<file path="config.mk">
export PLATFORM = sky130hd
export DESIGN_NAME = sgmf_lane
export DESIGN_NICKNAME = d
export VERILOG_FILES = /design/src/rtl/stereo_gain_median_filter_assert.svh /design/src/rtl/sgmf_pkg.sv /design/src/rtl/sgmf_lane.sv
export SDC_FILE = /design/constraint.sdc
export NUM_CORES = 1
export LEC_CHECK = 0
export BUFFER_PORTS_ARGS = -buffer_cell sky130_fd_sc_hd__buf_2
export CAP_MARGIN = 10
export CORE_MARGIN = 4
export CORE_UTILIZATION = 51
export CTS_BUF_LIST = sky130_fd_sc_hd__clkbuf_2
export DETAILED_ROUTE_END_ITERATION = 10
export PLACE_DENSITY = 0.78
export SYNTH_ARGS = -nofsm -noshare
export SYNTH_HDL_FRONTEND = slang
export SYNTH_SLANG_ARGS = --single-unit
</file>
<file path="constraint.sdc">
create_clock -name clock -period 25.6 [get_ports clock]
set_input_delay 3.84 -clock clock [delete_from_list [all_inputs] [get_ports clock]]
set_output_delay 3.84 -clock clock [all_outputs]
set_load 0.1 [all_outputs]
</file>
<file path="src/rtl/stereo_gain_median_filter_assert.svh">
// assertion macros for the stereo gain median filter
`ifndef STEREO_GAIN_MEDIAN_FILTER_ASSERT_SVH
`define STEREO_GAIN_MEDIAN_FILTER_ASSERT_SVH

// consequent must hold in the same cycle as the antecedent
`define SGMF_ASSERT_SAME(label, ante, cons, msg) \
   label: assert property (@(posedge clock) disable iff (reset) (ante) |-> (cons)) \
      else $error(msg);

// consequent must hold in the cycle after the antecedent
`define SGMF_ASSERT_NEXT(label, ante, cons, msg) \
   label: assert property (@(posedge clock) disable iff (reset) (ante) |=> (cons)) \
      else $error(msg);

`endif

</file>
<file path="src/rtl/sgmf_pkg.sv">
// shared types and constants for the stereo gain median filter
package sgmf_pkg;

   localparam int SampleWidth  = 16;
   localparam int GainWidth    = 17;
   localparam int ProductWidth = SampleWidth + GainWidth + 1;
   localparam int FracBits     = 16;
   localparam int QuotWidth    = ProductWidth - FracBits;
   localparam int QueueDepth   = 2;

   localparam logic signed [QuotWidth-1:0] SatHi = QuotWidth'(32767);
   localparam logic signed [QuotWidth-1:0] SatLo = -QuotWidth'(32768);

   typedef logic signed [SampleWidth-1:0] sample_type;
   typedef logic [GainWidth-1:0]          gain_type;

   typedef struct packed {
      sample_type left;
      sample_type right;
      logic       last;
   } frame_type;

   typedef struct packed {
      logic load;
      logic fire;
      logic pending_valid;
      logic pending_is_first;
      logic last;
   } lane_ctl_type;

   typedef struct packed {
      logic fire;
      logic has_held;
      logic last;
   } push_type;

endpackage

</file>
<file path="src/rtl/sgmf_lane.sv">
// one channel lane: gain multiply, truncate and saturate, three tap median
module sgmf_lane (
   input  logic                   clock,
   input  logic                   reset,
   input  sgmf_pkg::sample_type   sample_in,
   input  sgmf_pkg::gain_type     gain_in,
   input  sgmf_pkg::lane_ctl_type ctl,
   output sgmf_pkg::sample_type   filtered,
   output sgmf_pkg::sample_type   scaled
);
   import sgmf_pkg::*;

   logic signed [ProductWidth-1:0] product_ff, product_in;
   logic signed [QuotWidth-1:0]    quot;
   logic signed [QuotWidth-1:0]    quot_fixed;
   sample_type                     prev_ff, prev_in;
   sample_type                     pend_ff, pend_in;
   sample_type                     lo_ab, hi_ab, med;

   assign product_in = ProductWidth'(sample_in) *
                       ProductWidth'($signed({1'b0, gain_in}));

   always_ff @(posedge clock) begin
      if (ctl.load) begin
         product_ff <= product_in;
      end
   end

   // arithmetic shift floors, so bump negatives with a fraction toward zero
   always_comb begin
      quot = QuotWidth'(product_ff >>> FracBits);
      quot_fixed = quot;
      if (product_ff[ProductWidth-1] && (product_ff[FracBits-1:0] != '0)) begin
         quot_fixed = quot + QuotWidth'(1);
      end
      if (quot_fixed > SatHi) begin
         scaled = SampleWidth'(SatHi);
      end else if (quot_fixed < SatLo) begin
         scaled = SampleWidth'(SatLo);
      end else begin
         scaled = SampleWidth'(quot_fixed);
      end
   end

   always_comb begin
      lo_ab = (prev_ff < pend_ff) ? prev_ff : pend_ff;
      hi_ab = (prev_ff < pend_ff) ? pend_ff : prev_ff;
      med   = (hi_ab < scaled) ? hi_ab : scaled;
      med   = (lo_ab > med) ? lo_ab : med;
      filtered = ctl.pending_is_first ? pend_ff : med;
   end

   always_comb begin
      prev_in = prev_ff;
      pend_in = pend_ff;
      if (ctl.fire) begin
         if (ctl.pending_valid) begin
            prev_in = filtered;
         end
         pend_in = scaled;
         if (ctl.last) begin
            prev_in = scaled;
         end
      end
   end

   always_ff @(posedge clock) begin
      if (reset) begin
         prev_ff <= '0;
         pend_ff <= '0;
      end else begin
         prev_ff <= prev_in;
         pend_ff <= pend_in;
      end
   end

endmodule

</file>
* After elaboration in Yosys (flattened, before gate mapping)
Index checks and enable logic that the tools add are counted.
** Cells by class
- $add $sub $neg :: 1
- Multipliers :: 1
- Divide/modulo/power cells :: 0
- $lt $le $gt $ge :: 5
- Equal/unequal tests :: 0
- Shift operators :: 0
- Multiplexer cells :: 10
- Bitwise gates (word level) :: 0
- Reductions and logical operators :: 4
** Operators by type and width (count)
- $mux 16 :: 9
- $mul 16x18->34 :: 1
- $lt 16x16->1 :: 2
- $add 18x2->18 const B :: 1
- $gt 18x16->1 const B :: 1
- $lt 18x16->1 const B :: 1
- $mux 18 :: 1
- $gt 16x16->1 :: 1
- $reduce_bool 16->1 :: 1
- $reduce_and 2->1 :: 1
- $reduce_bool 2->1 :: 1
- $logic_and 1x1->1 :: 1
** Word-level totals
- Bits in registers :: 66
- Latch bits :: 0
- Memory bits (writable) :: 0
- Memory bits (read-only) :: 0
- Word-level logic and storage cells :: 24
- Memories kept :: 0

* Longest topological paths before layout
Gate-level depths: netlist of the first run.
- Depth after elaboration :: 13
- Depth in mapped cells :: 34
- Gate-level depth less buffers :: 29

* Least setup slack after synthesis of the first run
OpenSTA, ideal clock, no wires.
- Kind :: reg-to-output
- Start :: register product_ff[16]
- End :: output filtered[10]
- Arrival :: 9.219 ns
- Slack :: 12.541 ns
- Cell stages (with the launch flop) :: 33
- Cell sequence :: edfxtp_1 ha_1 and3_1 nand3_1 nor2_1 xnor2_1 a21oi_1 clkbuf_1 o21ai_1 inv_1 ha_1 a21oi_1 nor2_1 a211oi_1 o21ai_0 o2bb2ai_1 a21oi_1 o31a_1 buf_1 clkbuf_1 o21ai_1 ha_1 nand4_1 or3_1 a31o_1 a21oi_1 nor2_2 nand2_1 nor4_1 nor3_1 buf_2 o22ai_1 nor2_1
** Between the ends
- Longest elaborated chain between the ends :: 10
- Elaborated cells between the ends (all ways) :: 11
- Those cells by class :: 1 x add/sub; 4 x order compare; 6 x mux
** Ends and longest elaborated chain
- start: declaration :: RTL line sgmf_lane.sv:13 : logic signed [ProductWidth-1:0] product_ff, product_in;
- start signal: assignment :: RTL line sgmf_lane.sv:25 : product_ff <= product_in;
- $add 18x2->18 :: RTL line sgmf_lane.sv:34 : quot_fixed = quot + QuotWidth'(1);
- $mux 18 * :: RTL line sgmf_lane.sv:33 : if (product_ff[ProductWidth-1] && (product_ff[FracBits-1:0] != '0)) begin
- $lt 18x16->1 :: RTL line sgmf_lane.sv:38 : end else if (quot_fixed < SatLo) begin
- $mux 16 :: RTL line sgmf_lane.sv:38
- $mux 16 * :: RTL line sgmf_lane.sv:36 : if (quot_fixed > SatHi) begin
- named net scaled[9] :: RTL line sgmf_lane.sv:9 : output sgmf_pkg::sample_type scaled
- $lt 16x16->1 :: RTL line sgmf_lane.sv:48 : med = (hi_ab < scaled) ? hi_ab : scaled;
- $mux 16 * :: RTL line sgmf_lane.sv:48
- $gt 16x16->1 :: RTL line sgmf_lane.sv:49 : med = (lo_ab > med) ? lo_ab : med;
- $mux 16 * :: RTL line sgmf_lane.sv:49
- $mux 16 * :: RTL line sgmf_lane.sv:50 : filtered = ctl.pending_is_first ? pend_ff : med;
- end: declaration :: RTL line sgmf_lane.sv:8 : output sgmf_pkg::sample_type filtered,
The timed path passes the listed nets; every way through them passes the cells marked *.

* Worst setup path in the final report of the first run
- Start :: register product_ff[2]
- End :: output filtered[2]
** Between the ends
- Longest elaborated chain between the ends :: 11
- Elaborated cells between the ends (all ways) :: 12
- Those cells by class :: 4 x order compare; 6 x mux; 2 x reduce/logical
** Ends and longest elaborated chain (RTL line)
- $reduce_bool 16->1 * :: sgmf_lane.sv:33
- $logic_and 1x1->1 * :: sgmf_lane.sv:33
- $mux 18 * :: sgmf_lane.sv:33
- $lt 18x16->1 :: sgmf_lane.sv:38
- $mux 16 :: sgmf_lane.sv:38
- $mux 16 * :: sgmf_lane.sv:36
- $lt 16x16->1 :: sgmf_lane.sv:48
- $mux 16 * :: sgmf_lane.sv:48
- $gt 16x16->1 :: sgmf_lane.sv:49
- $mux 16 * :: sgmf_lane.sv:49
- $mux 16 * :: sgmf_lane.sv:50
Mark *: on every way between the ends. The rest lies on a longest branch, timed or not.

==> results of run 1 <==
-- final cells by class --
type | instances | area [µm²] | share of cell area
Multi-Input combinational cell | 1173 | 11000 | 0.751
Sequential cell | 66 | 1660 | 0.113
Timing Repair Buffer | 75 | 385 | 0.0262
Clock buffer | 10 | 50.0 | 0.00340
Clock inverter | 6 | 35.0 | 0.00238
Tap cell | 341 | 427 | 0.0290
Antenna cell | 1 | 2.50 | 0.000170
Inverter | 292 | 1100 | 0.0746
-- state kept, by name, indices dropped and copies added, names as in the netlist --
register / flops
product_ff: 34
pend_ff: 16
prev_ff: 16
-- logic make-up (layout without fill, tap and decap cells) --
logic type | Yosys count | count (layout) | synth area share
and+or+nand+nor | 475 | 475 | 0.164
adders and majority gates | 379 | 379 | 0.449
buffers and inverters | 355 | 383 | 0.0956
AOI/OAI and AO/OA | 244 | 244 | 0.121
DFF | 66 | 66 | 0.118
xor gates and xnor gates | 44 | 44 | 0.0275
muxes | 31 | 31 | 0.0238
other | 0 | 1 | 0
-- metrics by stage --
stage | cells | util | area (µm²)
2_1_floorplan | 1594 | - | 14000
3_3_place_gp | 1947 | 0.541 | 14600
3_5_place_dp | 1947 | 0.541 | 14600
4_1_cts | 1963 | 0.544 | 14700
5_1_grt | 1964 | 0.544 | 14700
6_report | 1964 | 0.544 | 14700
-- worst max path at each step --
stage                    to  slack (ns)
2_1_floorplan  filtered[10]       12.54
3_3_place_gp    filtered[2]       13.44
3_5_place_dp    filtered[3]       13.13
4_1_cts         filtered[3]       12.44
5_1_grt         filtered[2]       11.28
6_report        filtered[2]       12.39
-- cells in the mapped netlist, drive strengths merged, types with 3 or more instances --
master  count
o21ai      57
o21bai      4
a21boi      7
o22a        5
inv       291
fa        208
o31a        3
buf         7
xnor2      31
nand3      21
a31oi       6
nand2     201
ha        171
and2      108
nor3       12
clkbuf     56
a211o       3
o211ai      6
a21oi      43
o32a       11
or3         4
o221a       9
a211oi     20
o41ai       5
or4         3
edfxtp     34
nand2b     18
mux2i      15
nand4      10
nor2b       7
mux2       16
nor2       74
xor2       13
dfxtp      32
and3        5
a31o        3
o22ai      11
a21o       17
o21a       18
nor4        7
-- routing by layer --
layer / track usage / wire length [µm] / vias to the layer above
li1: - / - / 5201
met1: 0.298 / 14100 / 5590
met2: 0.396 / 16600 / 444
met3: 0.0328 / 2370 / 72
met4: 0.0772 / 876 / 0
met5: 0 / 0 / -
-- worst max-delay path, delay by kind of cell (launching register included) --
family                     cells  cell delay (ns)
AOI/OAI and AO/OA             13             4.63
adders and majority gates      2             0.52
buffers and inverters          2             0.58
DFF                            1             0.40
muxes                          1             0.20
and+or+nand+nor               11             2.45
==> flow_summary.toml, run 1 <==
[synth]
avgSynthCellArea_um2 = 8.81
async_flop_share = 0
synth_warnings = 0
synth.area.top_cells = "fa_1 (30%), ha_1 (15%), inv_1 (7.7%)"
synthFlopType = "edfxtp_1"
synth_top_area_frac = 0.297
syn-num-nets = 2013
ys_seq_area_frac = 0.118
synth_top_area_cell = "fa_1"
syn_inst = 1594
synth_cell_types = 73
synth-seq-cells = 66
synth_edf_count = 34
syn_area_um2 = 14000

[layout]
nNetsFinal = 2036
nFillCells = 2370
layout_commonest_cell = "inv_1"
area_growth_pct = 4.72
layout_common_cells = "inv_1 (289), fa_1 (208), nand2_1 (201)"
layout-drive-gt1-share = 0.0764

[routing]
wl_per_cell_um = 17.3
first_iter_violations = 820
via_per_inst = 5.76
drcViolationCount = 0
routed_wl_um = 33900
dr_total_vias = 11300
firstDrtPassIters = 5
ant_nets = 0

[floorplan]
die-area_um2 = 30200
ios = 72
rows = 60
die_h_um = 174
core_um2 = 27000
start_util = 0.519
chipWidth_um = 174

[sta]
rsz0062_at_grt = "no"
whs_ns = 0.532
tns_ns = 0
setup_viol = 0
hold_viol = 0
fin_crit_ns = 13.21
relSlewSlack = 0.325
max_freq_mhz = 75.7
worst_pin_slew_ns = 1.01
finalWorstSetupSlack_ns = 12.39
slew_violations = 0
fin_crit_sh = 0.516
finClkSkew_ns = 0.0272

[worst_setup_path]
cp_max_fo = 23
r2r-start = "product_ff[2]"
worst_ep_arrival_time_ns = 9.37
critPathMostFrequentCell = "nand4_1"
ff2ff_path_depth = 28
reg2reg_to = "prev_ff[9]"
path_class = "reg -> out"
cpPeakStageDelay_ns = 0.86
cp-startpoint = "product_ff[2]"
start_kind = "flop"
regToRegSetupSlack_ns = 17.12
end_kind = "output port"
crit_required_ns = 21.76
cp_slowest_cell = "o31a_1"

[place]
place_ws_ns = 13.13
numPortBuffers = 71
gp_congestion = 0.903
hpwlAfterDp_um = 26700

[clock_network]
clk_latency_ns = 0.58
tritoncts = "built"
ctsHoldBuffers = 0
path_clk_slew_ns = 0.20
h-tree-depth = 3
root_buffer = "clkbuf_2"
cts.sinks = 66
cts_setup_buffers = 0
ctsResizeCount = 0
cts_buffers = 9
clock_path_buffers = 2

[global_route]
grt_overflow = 0
grt_use_total = 0.230
grt_pass1_wl_um = 57600
grt_pass1_vias = 12000
grt_max_degree = 35
antenna_found_initial = 1

[worst_hold_path]
min-delay-start = "pend_ff[3]"
min_path_cells = 2
holdPathEnd = "pend_ff[3]"
hold_path.class = "reg -> reg"

[flow_run]
drv_cap = 0

[outcome]
outcome = "finished, final reports clean"
Power of run 1 is left out: the tool's default activity adds up to more than one toggle a clock period on the data nets, which glitch-free logic cannot reach.
==> run 2: changes to the inputs <==
- PLACE_DENSITY: 0.78 -> 0.81
- clock period: 25.6 -> 10.8 ns (I/O delays scaled with it)
==> flow_summary.toml, run 2 (same netlist as run 1, synthesis figures left out) <==
[outcome]
outcome = "finished, final reports clean"

[clock_network]
clock_path_buffers = 2
tritoncts = "built"
root_buffer = "clkbuf_2"
ctsResizeCount = 0
clk_latency_ns = 0.53
cts.sinks = 66
h-tree-depth = 3
ctsHoldBuffers = 0
path_clk_slew_ns = 0.21
cts_buffers = 9
cts_setup_buffers = 0

[routing]
routed_wl_um = 34800
dr_total_vias = 11500
first_iter_violations = 974
wl_per_cell_um = 17.7
firstDrtPassIters = 8
via_per_inst = 5.82
ant_nets = 0
drcViolationCount = 0

[place]
hpwlAfterDp_um = 27100
place_area_um2 = 14600
numPortBuffers = 71
place_ws_ns = 0.776
gp_congestion = 0.980

[floorplan]
ios = 72
die-area_um2 = 30200
chipWidth_um = 174
die_h_um = 174
core_um2 = 27000
start_util = 0.519
rows = 60

[worst_setup_path]
crit_family = "compound AO/OA/AOI/OAI gates"
reg2reg_to = "prev_ff[10]"
cp_max_fo = 23
crit_required_ns = 9.18
cpPeakStageDelay_ns = 0.54
cp_slowest_cell = "o31a_2"
critPathMostFrequentCell = "ha_1"
worst_ep_arrival_time_ns = 8.76
r2r-start = "pend_ff[7]"
crit_buf_inv = 4
end_kind = "output port"
regToRegSetupSlack_ns = 2.74
cp-startpoint = "pend_ff[7]"
ff2ff_path_depth = 25
path_class = "reg -> out"
start_kind = "flop"

[layout]
largest_reg_flops = 34
layout-drive-gt1-share = 0.0818
nNetsFinal = 2040
nFillCells = 2362
area_growth_pct = 5.75
top_register = "product_ff"
multiInputGateArea_um2 = 11100
layout_commonest_cell = "inv_1"
layout_common_cells = "inv_1 (289), fa_1 (208), nand2_1 (201)"
top_regs = "product_ff x34, pend_ff x16, prev_ff x16"
regArea_um2 = 1660
final_area_um2 = 14800

[global_route]
grt_max_degree = 35
grt_pass1_wl_um = 57900
antenna_found_initial = 1
grt_overflow = 0
grt_pass1_vias = 11900
grt_use_total = 0.230

[worst_hold_path]
min_path_cells = 2
min-delay-start = "pend_ff[2]"
hold_path.class = "reg -> reg"
holdPathEnd = "pend_ff[2]"

[flow_run]
drv_cap = 0

[sta]
fin_crit_ns = 10.38
finClkSkew_ns = 0.0224
max_freq_mhz = 96.4
setup_viol = 0
slew_violations = 0
relSlewSlack = 0.396
worst_pin_slew_ns = 0.902
finalWorstSetupSlack_ns = 0.423
whs_ns = 0.530
hold_viol = 0
fin_crit_sh = 0.961
## run 2: worst max path at each step
| stage | endpoint | slack [ns] | cells past startpoint |
|---|---|---|---|
| final | filtered[14] | 0.42 | 29 |
| after global routing | filtered[14] | -0.10 | 31 |
| after CTS | filtered[9] | 0.13 | 30 |
| after detailed placement | filtered[9] | 0.78 | 30 |
| after global placement | filtered[2] | 1.01 | 30 |
| after floorplan | filtered[10] | 0.10 | 33 |
## run 2: final cells by class
class | count | area share
Multi-Input combinational cell | 1174 | 0.746
Sequential cell | 66 | 0.112
Inverter | 292 | 0.0738
Tap cell | 341 | 0.0287
Timing Repair Buffer | 78 | 0.0275
Clock inverter | 7 | 0.00843
Clock buffer | 9 | 0.00303
Antenna cell | 1 | 0.000169
## run 2: stage by stage
step,util,instances,setup TNS (ns)
6_report,0.549,1968,0
5_1_grt,0.549,1968,-0.280
4_1_cts,0.548,1966,0
3_5_place_dp,0.542,1950,0
3_3_place_gp,0.542,1950,0
2_1_floorplan,-,1594,0
## run 2: tightest hold or removal path: stages, from the launching register on
cell and delay [ns]:
dfxtp_1 0.38, nor2_1 0.09, a211oi_1 0.05
## run 2: layer usage
layer	global-route usage	wire [µm]	up-vias
li1	-	-	5227
met1	0.304	14400	5620
met2	0.393	16800	530
met3	0.0381	2930	78
met4	0.0650	668	0
met5	0	0	-
Power of run 2 is left out for the same reason.
