[config.mk]
export PLATFORM = sky130hd
export DESIGN_NAME = sgmf_merge_flat
export DESIGN_NICKNAME = d
export VERILOG_FILES = /design/src/rtl/stereo_gain_median_filter_assert.svh /design/src/rtl/sgmf_pkg.sv /design/src/rtl/sgmf_rsp_if.sv /design/src/rtl/sgmf_merge.sv /design/src/flat_wrapper.sv
export SDC_FILE = /design/constraint.sdc
export NUM_CORES = 1
export LEC_CHECK = 0
export ABC_AREA = 0
export BUFFER_PORTS_ARGS = -buffer_cell sky130_fd_sc_hd__clkbuf_2
export CAP_MARGIN = 20
export CORE_UTILIZATION = 52
export CTS_CLUSTER_SIZE = 25
export DETAILED_ROUTE_END_ITERATION = 10
export GPL_TIMING_DRIVEN = 0
export PLACE_DENSITY = 0.8
export SLEW_MARGIN = 40
export SYNTH_ARGS = -nofsm -noshare
export SYNTH_HDL_FRONTEND = slang
export SYNTH_SLANG_ARGS = --single-unit
[constraint.sdc]
create_clock -name clock -period 3.8 [get_ports clock]
set_input_delay 0.19 -clock clock [delete_from_list [all_inputs] [get_ports clock]]
set_output_delay 0.19 -clock clock [all_outputs]
set_load 0.03 [all_outputs]
[src/rtl/stereo_gain_median_filter_assert.svh]
// assertion macros for the stereo gain median filter
`ifndef STEREO_GAIN_MEDIAN_FILTER_ASSERT_SVH
`define STEREO_GAIN_MEDIAN_FILTER_ASSERT_SVH

// consequent must hold in the same cycle as the antecedent
`define SGMF_ASSERT_SAME(label, ante, cons, msg) \
   label: assert property (@(posedge clock) disable iff (reset) (ante) |-> (cons)) \
      else $error(msg);

// consequent must hold in the cycle after the antecedent
`define SGMF_ASSERT_NEXT(label, ante, cons, msg) \
   label: assert property (@(posedge clock) disable iff (reset) (ante) |=> (cons)) \
      else $error(msg);

`endif

[src/rtl/sgmf_pkg.sv]
// shared types and constants for the stereo gain median filter
package sgmf_pkg;

   localparam int SampleWidth  = 16;
   localparam int GainWidth    = 17;
   localparam int ProductWidth = SampleWidth + GainWidth + 1;
   localparam int FracBits     = 16;
   localparam int QuotWidth    = ProductWidth - FracBits;
   localparam int QueueDepth   = 2;

   localparam logic signed [QuotWidth-1:0] SatHi = QuotWidth'(32767);
   localparam logic signed [QuotWidth-1:0] SatLo = -QuotWidth'(32768);

   typedef logic signed [SampleWidth-1:0] sample_type;
   typedef logic [GainWidth-1:0]          gain_type;

   typedef struct packed {
      sample_type left;
      sample_type right;
      logic       last;
   } frame_type;

   typedef struct packed {
      logic load;
      logic fire;
      logic pending_valid;
      logic pending_is_first;
      logic last;
   } lane_ctl_type;

   typedef struct packed {
      logic fire;
      logic has_held;
      logic last;
   } push_type;

endpackage

[src/rtl/sgmf_rsp_if.sv]
// response channel carrying one filtered stereo frame
interface sgmf_rsp_if;
   logic                 valid;
   logic                 ready;
   sgmf_pkg::sample_type left_out;
   sgmf_pkg::sample_type right_out;
   logic                 last_out;

   modport source (output valid, left_out, right_out, last_out, input ready);
   modport sink (input valid, left_out, right_out, last_out, output ready);
endinterface

[src/rtl/sgmf_merge.sv]
// merges both lanes into frames and queues up to two for the response side
module sgmf_merge (
   input  logic                 clock,
   input  logic                 reset,
   input  sgmf_pkg::push_type   push,
   input  sgmf_pkg::frame_type  held_frame,
   input  sgmf_pkg::frame_type  last_frame,
   output logic [1:0]           room,
   sgmf_rsp_if.source           rsp_ch
);
   import sgmf_pkg::*;

   frame_type  q_ff [QueueDepth];
   frame_type  q_in [QueueDepth];
   logic [1:0] cnt_ff, cnt_in;
   logic [1:0] base;
   logic [1:0] n_push;
   logic       pop;
   frame_type  new0;

   assign pop          = rsp_ch.valid && rsp_ch.ready;
   assign rsp_ch.valid = (cnt_ff != 2'd0);
   assign rsp_ch.left_out  = q_ff[0].left;
   assign rsp_ch.right_out = q_ff[0].right;
   assign rsp_ch.last_out  = q_ff[0].last;

   assign room = 2'(QueueDepth) - cnt_ff + {1'b0, pop};

   always_comb begin
      n_push = push.fire ? ({1'b0, push.has_held} + {1'b0, push.last}) : 2'd0;
      base   = cnt_ff - {1'b0, pop};
      new0   = push.has_held ? held_frame : last_frame;
      q_in   = q_ff;
      if (pop) begin
         q_in[0] = q_ff[1];
      end
      // slots past the surviving entries take the new frames in order
      for (int i = 0; i < QueueDepth; i++) begin
         if (2'(i) == base) begin
            q_in[i] = new0;
         end else if (2'(i) > base) begin
            q_in[i] = last_frame;
         end
      end
      cnt_in = base + n_push;
   end

   always_ff @(posedge clock) begin
      q_ff <= q_in;
   end

   always_ff @(posedge clock) begin
      if (reset) begin
         cnt_ff <= 2'd0;
      end else begin
         cnt_ff <= cnt_in;
      end
   end

endmodule

[src/flat_wrapper.sv]
// flat-port wrapper written by rule: the top's interface ports become plain ports
module sgmf_merge_flat import sgmf_pkg::*;
  (clock, reset, push, held_frame, last_frame, room, rsp_ch_valid, rsp_ch_left_out, rsp_ch_right_out, rsp_ch_last_out, rsp_ch_ready);
  sgmf_rsp_if rsp_ch_i ();
  input  logic clock;
  input  logic reset;
  input  sgmf_pkg::push_type push;
  input  sgmf_pkg::frame_type held_frame;
  input  sgmf_pkg::frame_type last_frame;
  output logic [1:0] room;
  output wire logic [$bits(rsp_ch_i.valid)-1:0] rsp_ch_valid;
  output wire logic [$bits(rsp_ch_i.left_out)-1:0] rsp_ch_left_out;
  output wire logic [$bits(rsp_ch_i.right_out)-1:0] rsp_ch_right_out;
  output wire logic [$bits(rsp_ch_i.last_out)-1:0] rsp_ch_last_out;
  input wire logic [$bits(rsp_ch_i.ready)-1:0] rsp_ch_ready;
  assign rsp_ch_valid = rsp_ch_i.valid;
  assign rsp_ch_left_out = rsp_ch_i.left_out;
  assign rsp_ch_right_out = rsp_ch_i.right_out;
  assign rsp_ch_last_out = rsp_ch_i.last_out;
  assign rsp_ch_i.ready = rsp_ch_ready;
  sgmf_merge u_core (.clock(clock), .reset(reset), .push(push), .held_frame(held_frame), .last_frame(last_frame), .room(room), .rsp_ch(rsp_ch_i));
endmodule
### Word-level counts from Yosys, hierarchy flattened

Index checks and enable logic that the tools add are counted.

| storage, ports and cells | value |
|---|---|
| flip-flop bits (word level) | 68 |
| logic and storage cells | 27 |

| operators by class | value |
|---|---|
| equality and inequality tests | 1 |
| order comparisons | 2 |
| reductions and logical operators | 5 |
| multiplexer cells | 7 |
| add/subtract/negate cells | 5 |

Operator list:

| kind | number |
|---|---|
| 2-to-1 mux 33 bit | 6 |
| greater-than comparator 1 x 2 -> 1 bit, first input constant | 2 |
| nonzero test 2 bit | 2 |
| nonzero test 3 bit | 1 |
| adder 1 x 1 -> 2 bit | 1 |
| adder 2 x 1 -> 2 bit | 1 |
| adder 2 bit | 1 |
| == test 1 x 2 -> 1 bit, first input constant | 1 |
| logical NOT 2 bit | 1 |
| 2-to-1 mux 2 bit | 1 |
| subtractor 2 x 1 -> 2 bit | 1 |
| subtractor 2 bit, first input constant | 1 |
| logical AND 1 bit | 1 |

### Longest topological paths before layout

Gate-level depths: netlist of the first run.

| logic depth | value |
|---|---|
| word-level depth | 6 |
| gate-level depth with buffers | 10 |
| depth with buffers taken out | 8 |

### Worst setup path before layout of the first run

No wires, ideal clock.

| path | value |
|---|---|
| path type | reg2reg |
| start point | register u_core.cnt_ff[1] |
| end point | register u_core.q_ff, in the netlist u_core.rsp_ch.last_out (enable) |
| required time | 3405 ps |
| period minus slack after synthesis | 3039 ps |
| arrival time | 2644 ps |
| stages on the path, launching flop included | 9 |
| path buffers | 1 |
| library setup time | 395 ps |
| slack | 761 ps |
| cells stage by stage | dfxtp_1 > or2_1 > nand2_1 > inv_1 > ha_1 > xnor2_2 > and2_1 > clkbuf_1 > nand2b_1 |

| between the ends | value |
|---|---|
| longest elaborated chain between the ends | 5 |
| elaborated cells between the ends (all ways) | 6 |

Ends and longest elaborated chain:

| item | line | text |
|---|---|---|
| start: declaration | sgmf_merge.sv:15 | `logic [1:0] cnt_ff, cnt_in;` |
| start signal: assignment | sgmf_merge.sv:56 | `cnt_ff <= cnt_in;` |
| nonzero test 2 bit * | sgmf_merge.sv:22 | `assign rsp_ch.valid = (cnt_ff != 2'd0);` |
| net rsp_ch_valid | flat_wrapper.sv:11 | `output wire logic [$bits(rsp_ch_i.valid)-1:0] rsp_ch_valid;` |
| logical AND 1 bit * | sgmf_merge.sv:21 | `assign pop = rsp_ch.valid && rsp_ch.ready;` |
| subtractor 2 x 1 -> 2 bit | sgmf_merge.sv:31 | `base = cnt_ff - {1'b0, pop};` |
| greater-than comparator 1 x 2 -> 1 bit / logical NOT 2 bit (equally long branches) | sgmf_merge.sv:41, sgmf_merge.sv:39 |  |
| nonzero test 3 bit (no source line) * | n/a |  |
| end signal: assignment | sgmf_merge.sv:49 | `q_ff <= q_in;` |
| end: declaration | sgmf_merge.sv:13 | `frame_type q_ff [QueueDepth];` |

The timed path passes the listed nets; every way through them passes the cells marked *.
A chain may end at the register's enable or synchronous reset.

### Worst setup path after layout of the first run

| path | value |
|---|---|
| start point | register u_core.cnt_ff[1] |
| end point | register u_core.q_ff, in the netlist u_core.rsp_ch.right_out[3] (enable) |

| between the ends | value |
|---|---|
| longest elaborated chain between the ends | 5 |
| elaborated cells between the ends (all ways) | 6 |

Ends and longest elaborated chain:

| item | line |
|---|---|
| nonzero test 2 bit | sgmf_merge.sv:22 |
| logical AND 1 bit | sgmf_merge.sv:21 |
| subtractor 2 x 1 -> 2 bit | sgmf_merge.sv:31 |
| greater-than comparator 1 x 2 -> 1 bit / logical NOT 2 bit (equally long branches) | sgmf_merge.sv:41, sgmf_merge.sv:39 |
| nonzero test 3 bit (no source line) * | n/a |

Every way passes the cells marked *; elsewhere a longest branch is shown, timed or not.

==> reports/metrics.cfg, run 1 <==
[timing]
setup_viol = 0
layout_min_cycle_time_ns = 2.84
fin_tns_setup_ns = 0
relSlewSlack = 0.486
skew_ns = 0.0123
period_share = 0.746
rsz0062_at_grt = no
fmax_mhz = 353
slew_violations = 0
finalHoldViolCount = 0
worst_slew_pin_slew_ns = 0.772

[route]
wirelength_um = 7330
routed_via_density = 5.17
wl_per_cell_um = 14.9
first_iter_violations = 114
dr.pass1.iters = 4
ant_nets = 0
drc = 0
vias = 2531

[worst_setup_path]
rrSetupSlack_ns = 0.96
critical_path_peak_fanout = 19
endpoint_kind = flop
critPathLaunchType = flop
crit_type = reg -> reg
worstPathRequired_ns = 3.83
crit_arrival_ns = 2.87

[finish]
multiInputGateArea_mm2 = 0.00130
fillCellCount = 514
num_antenna_cells = 0
synthToLayoutAreaGrowth_pct = 23.1
final_util = 0.665
final_net_count = 465
layout-drive-gt1-share = 0.495
register_area_mm2 = 0.00202

[yosys]
synthCells = 270
synth_nets = 346
syn_area_per_cell_um2 = 13.6
synth_top_area_frac = 0.540
ys.warnings.count = 0
synth_top_area_cell = edfxtp_1
ys_seq_elements = 68
synthAdderAreaFrac = 0.0136
synth_top_family_by_area = multiplexers
yosys.area_share.simple = 0.0140
seq_area_frac_synth = 0.551
synthTopCellsByArea = edfxtp_1 (54%), mux2_4 (12%), a21oi_1 (9.0%)
synth_compound_area_frac = 0.0900
yosys.cell_types.count = 21
muxShareOfSynthArea = 0.222
syn_area_mm2 = 0.00367
synth-xor-area-share = 0.0133

[die]
start_util = 0.540
boundaryPins = 108
die_h_um = 86.0
core_region_area_mm2 = 0.00679
die_area_mm2 = 0.00740
die_width_um = 86.0
rows = 30

[placement]
dp.final_hpwl_um = 5010
routabilityCongestion = 0.772
port_buffers = 107

[run_status]
status = complete, no violations

[clock_network]
cts_sinks = 68
cts_buffers = 9
htreeDepth = 3
clk_pin_slew_ns = 0.06
clkLatencyLatePin_ns = 0.33
clockRootBuffer = clkbuf_8
postCtsSetupBuffers = 0
cts.path.max_buffers = 2
cts_resized = 0
cts_tree = built
hold_buffers = 0

[grt]
grt_start_max_net_pins = 43
gr-total-overflow = 0
grt_antenna_before_repair = 0
grt_pass1_wl_um = 11900
grt_usage = 0.214
first_global_vias = 2535

[pwr]
pwr_density_cell_mw_per_mm2 = 1070
power_w = 0.00484
p_leak_nw = 2.04
vdd_ir_drop_max_mv = 0.609

[hold_path]
hold_path_class = in -> reg

[job]
drv_cap = 0

area by class of cell:
class | instances | share of cell area
Buffer | 51 | 0.0762
Tap cell | 96 | 0.0266
Sequential cell | 68 | 0.448
Inverter | 3 | 0.00249
Multi-Input combinational cell | 148 | 0.287
Clock buffer | 10 | 0.0283
Timing Repair Buffer | 108 | 0.125
Clock inverter | 6 | 0.00693
cell usage after synthesis:
cell,instances
a21oi_1,66
and2_1,2
and3_1,1
buf_2,5
buf_4,32
buf_6,3
clkbuf_1,11
dfxtp_1,2
edfxtp_1,66
ha_1,4
inv_1,3
mux2_1,3
mux2_4,30
mux2i_1,33
nand2_1,2
nand2b_1,1
nor2b_1,2
or2_1,1
xnor2_1,1
xnor2_2,1
xor3_1,1
critical path, cell delays in order, from the launching register on:
cell	delay, ns
dfxtp_1	0.34
or2_1	0.25
nand2_1	0.13
inv_1	0.06
ha_1	0.20
xnor2_2	0.43
and2_1	0.19
clkbuf_1	0.25
nand2b_2	0.47
buf_16	0.22
kinds of logic (layout without fill, tap and decap cells):
family,count (synthesis),count (layout)
buf+inv,54,178
xor+xnor,3,3
simple gates,9,9
flops,68,68
mux,66,66
fa+ha+maj,4,4
compound gates,66,66
path summary, 6_finish.rpt:
| kind | cells after the start | start | end |
|---|---|---|---|
| worst min register to register | 2 | u_core.q_ff[12] | u_core.rsp_ch.right_out[11] |
| worst max register to register | 9 | u_core.cnt_ff[1] | u_core.rsp_ch.right_out[3] |
| worst max-delay path | 9 | u_core.cnt_ff[1] | u_core.rsp_ch.right_out[3] |
| worst min-delay path | 2 | reset | u_core.cnt_ff[0] |
cell usage in the layout, fill, tap and decap left out, types with 3 or more instances in the layout:
cell type	Yosys	routed
a21oi_1	66	66
buf_2	5	5
buf_4	32	32
buf_6	3	3
clkbuf_1	11	11
clkbuf_2	0	107
clkbuf_8	0	9
clkinv_2	0	4
edfxtp_1	66	66
ha_1	4	4
inv_1	3	3
mux2_1	3	3
mux2_4	30	30
mux2i_1	33	33
through the flow:
| step | cell area, um2 | worst slack [ns] | hold WS [ns] | std cells |
|---|---|---|---|---|
| 6_report | 4520 | 0.964 | 0.0416 | 490 |
| 3_3_place_gp | 4320 | 0.249 | 0.370 | 473 |
| 5_1_grt | 4520 | 0.792 | 0.0283 | 490 |
| 2_1_floorplan | 3670 | 0.761 | 0.262 | 270 |
| 3_5_place_dp | 4360 | 0.921 | 0.378 | 474 |
| 4_1_cts | 4520 | 0.923 | 0.0295 | 490 |
where the power goes:
group          switching (W)  total [W]  internal (W)
registers           0.000112    0.00167       0.00156
logic                0.00165    0.00267       0.00102
clock network       0.000269   0.000499      0.000230
total                0.00203    0.00484       0.00281
sequential cells by signal, indices dropped and copies added, names as in the netlist:
name,count
u_core.cnt_ff,2
u_core.q_ff,33
u_core.rsp_ch.last_out,1
u_core.rsp_ch.left_out,16
u_core.rsp_ch.right_out,16
routing by layer:
layer / global-route usage / up-vias / part of all wire
li1: - / 1215 / -
met1: 0.273 / 1216 / 0.43
met2: 0.364 / 88 / 0.50
met3: 0.0452 / 12 / 0.049
met4: 0.0667 / 0 / 0.013
met5: 0 / - / 0
(Power assumes the default switching activity.)
==> run 2, diff against run 1 <==
- ABC_AREA: 0 -> 1
- CORE_UTILIZATION: 52 -> 47
- PLACE_DENSITY: 0.8 -> 0.76
- clock period: 3.8 -> 2.32 ns (I/O delays scaled with it)
==> run 2 against run 1 <==
  * Synthesized cell count increased by 67%
  * Worst setup slack got worse by 0.78 ns
  * Sequential share of layout area decreased by 2.3 points
  * Highest routed layer unchanged
  * Cell count increased by 38%
  * Wire length increased by 14%
  * Largest cell class unchanged
  * Clock skew decreased by 0.0023 ns
==> reports/metrics.cfg, run 2 <==
[placement]
dp.final_hpwl_um = 5750
port_buffers = 107
routabilityCongestion = 0.803

[route]
wirelength_um = 8340
drc = 0
met3_length_um = 467
ant_nets = 0
vias = 3169
first_iter_violations = 185
routed_via_density = 4.67
wl_per_cell_um = 12.3
dr_wl_met2_um = 4330
met1_length_um = 3390
dr.pass1.iters = 5
top_layer = met4

[clock_network]
postCtsSetupBuffers = 0
clkLatencyLatePin_ns = 0.34
clk_pin_slew_ns = 0.08
htreeDepth = 3
clockRootBuffer = clkbuf_8
cts.path.max_buffers = 2
cts_sinks = 68
cts_tree = built
cts_buffers = 9

[run_status]
status = complete, no violations

[timing]
fin_tns_setup_ns = 0
finalHoldViolCount = 0
layout_min_cycle_time_ns = 2.14
worst_slew_pin_slew_ns = 0.448
skew_ns = 0.0100
setup_viol = 0
fmax_mhz = 468
slew_violations = 0
relSlewSlack = 0.701
period_share = 0.921
rsz0062_at_grt = no

[pwr]
switching_share = 0.439
p_switching_w = 0.00370
internal_power_w = 0.00473
pwr_density_cell_mw_per_mm2 = 1770
p_seq_frac = 0.321
clkPwrFrac = 0.127
combPwrFrac = 0.552
power_w = 0.00843
vdd_ir_drop_max_mv = 0.801
p_leak_nw = 2.52

[hold_path]
hold_path_class = in -> reg

[yosys]
synthTopCellsByArea = edfxtp_1 (52%), nand2_1 (24%), buf_4 (6.9%)
async_reset_ff_frac = 0
synth_nets = 527
seq_area_frac_synth = 0.534
syn_area_per_cell_um2 = 8.40
synth_top_area_frac = 0.523
yosys.cell_types.count = 17
ys_seq_elements = 68
synth_edf_count = 66
synth_commonest_cells = nand2_1 (240), edfxtp_1 (66), inv_1 (40)
yosysMostFrequentCell = nand2_1
synthFlopType = edfxtp_1
synthCells = 451
syn_area_mm2 = 0.00379
ys.warnings.count = 0
synth_top_area_cell = edfxtp_1

[die]
boundaryPins = 108
die_width_um = 91.8
die_h_um = 91.8
core_region_area_mm2 = 0.00777
rows = 32
die_area_mm2 = 0.00843
start_util = 0.488

[grt]
first_global_vias = 2994
grt_pass1_wl_um = 13300
grt_start_max_net_pins = 36
gr-total-overflow = 0
grt_antenna_before_repair = 0
grt_usage = 0.204

[worst_setup_path]
worstPathRequired_ns = 2.39
critPathLaunchType = flop
critical_path_peak_fanout = 35
crit_type = reg -> reg
crit_arrival_ns = 2.21
endpoint_kind = flop

[finish]
num_antenna_cells = 0
multiInputGateArea_mm2 = 0.00126
fillCellCount = 704
largest_reg_flops = 33
synthToLayoutAreaGrowth_pct = 25.6
most-common-layout-cells = nand2_1 (238), clkbuf_2 (107), edfxtp_1 (66)
final_net_count = 647
top_register = u_core.q_ff
layout_commonest_cell = nand2_1
final_util = 0.613
layout-drive-gt1-share = 0.319
register_area_mm2 = 0.00202

[job]
drv_cap = 0

==> run 2: cell types whose count changed in the layout (fill, tap and decap cells not counted), moves of 6 or more <==
cell      change
nand2_1     +236
a21oi_1      -66
inv_1        +37
mux2i_1      -33
o21ai_0      +33
mux2_4       -30
clkbuf_1      -8
buf_6         +6
==> run 2: final cells by class <==
| class | count | share of cell area |
|---|---|---|
| plain buffers | 51 | 0.0834 |
| clock buffers | 10 | 0.0268 |
| clock inverters | 6 | 0.0187 |
| inverters | 43 | 0.0394 |
| multi-input cells | 290 | 0.265 |
| flip-flops and latches | 68 | 0.425 |
| well taps | 102 | 0.0268 |
| repair buffers | 108 | 0.115 |
==> run 2: per-stage QoR <==
step	hold WS, ns	worst slack [ns]	cell area [um2]	cells
after floorplan	0.187	0.00175	3810	451
after global placement	0.294	-0.0481	4470	660
after detailed placement	0.292	-0.101	4470	660
after CTS	0.0422	0.0111	4710	677
after global routing	0.0437	0.00582	4760	678
final	0.0498	0.182	4760	678
==> run 2: worst paths after layout <==
kind	slack (ns)	to	from	cells past startpoint
worst max-delay path	0.18	u_core.rsp_ch.left_out[4]	u_core.cnt_ff[1]	12
worst min register to register	0.51	u_core.rsp_ch.left_out[7]	u_core.q_ff[24]	2
worst max register to register	0.18	u_core.rsp_ch.left_out[4]	u_core.cnt_ff[1]	12
worst min-delay path	0.05	u_core.q_ff[14]	last_frame[14]	3
==> run 2: power by group through the flow <==
stage                     Combinational, W  Sequential [W]  Clock, W
after floorplan                    0.00342         0.00270         0
after global placement             0.00441         0.00271         0
after detailed placement           0.00451         0.00274         0
after CTS                          0.00455         0.00271   0.00108
after global routing               0.00514         0.00277   0.00112
final                              0.00465         0.00270   0.00107
==> run 2: repair_timing <==
action                                  in CTS  in global routing
hold endpoints to repair                     1                  0
gates resized for setup                      2                  6
pin swaps                                    0                  1
cloned                                       0                  1
endpoints found under the setup margin      33                 33
hold buffers                                 1                  0
==> run 2: worst max-delay path: stages (launching register included) <==
cell,delay [ns]
dfxtp_1,0.35
inv_2,0.07
nand2_1,0.09
nand2_4,0.16
inv_1,0.06
ha_1,0.20
inv_1,0.07
nand2_2,0.08
nand2_8,0.14
clkinv_16,0.14
nand2_4,0.15
buf_6,0.21
nand2_8,0.14
==> run 2: logic make-up (layout without fill, tap and decap cells) <==
| logic type | Yosys count | after routing | share of synthesized area |
|---|---|---|---|
| and+or+nand+nor | 251 | 252 | 0.260 |
| xor gates and xnor gates | 1 | 1 | 0.00231 |
| adders and majority gates | 4 | 4 | 0.0132 |
| buffers and inverters | 94 | 218 | 0.147 |
| DFF | 68 | 68 | 0.534 |
| AOI/OAI and AO/OA | 33 | 33 | 0.0436 |
==> run 2: layer usage <==
| layer | GRT usage | vias to the layer above |
|---|---|---|
| li1 | - | 1617 |
| met1 | 0.244 | 1449 |
| met2 | 0.362 | 91 |
| met3 | 0.0357 | 12 |
| met4 | 0.0872 | 0 |
| met5 | 0 | - |
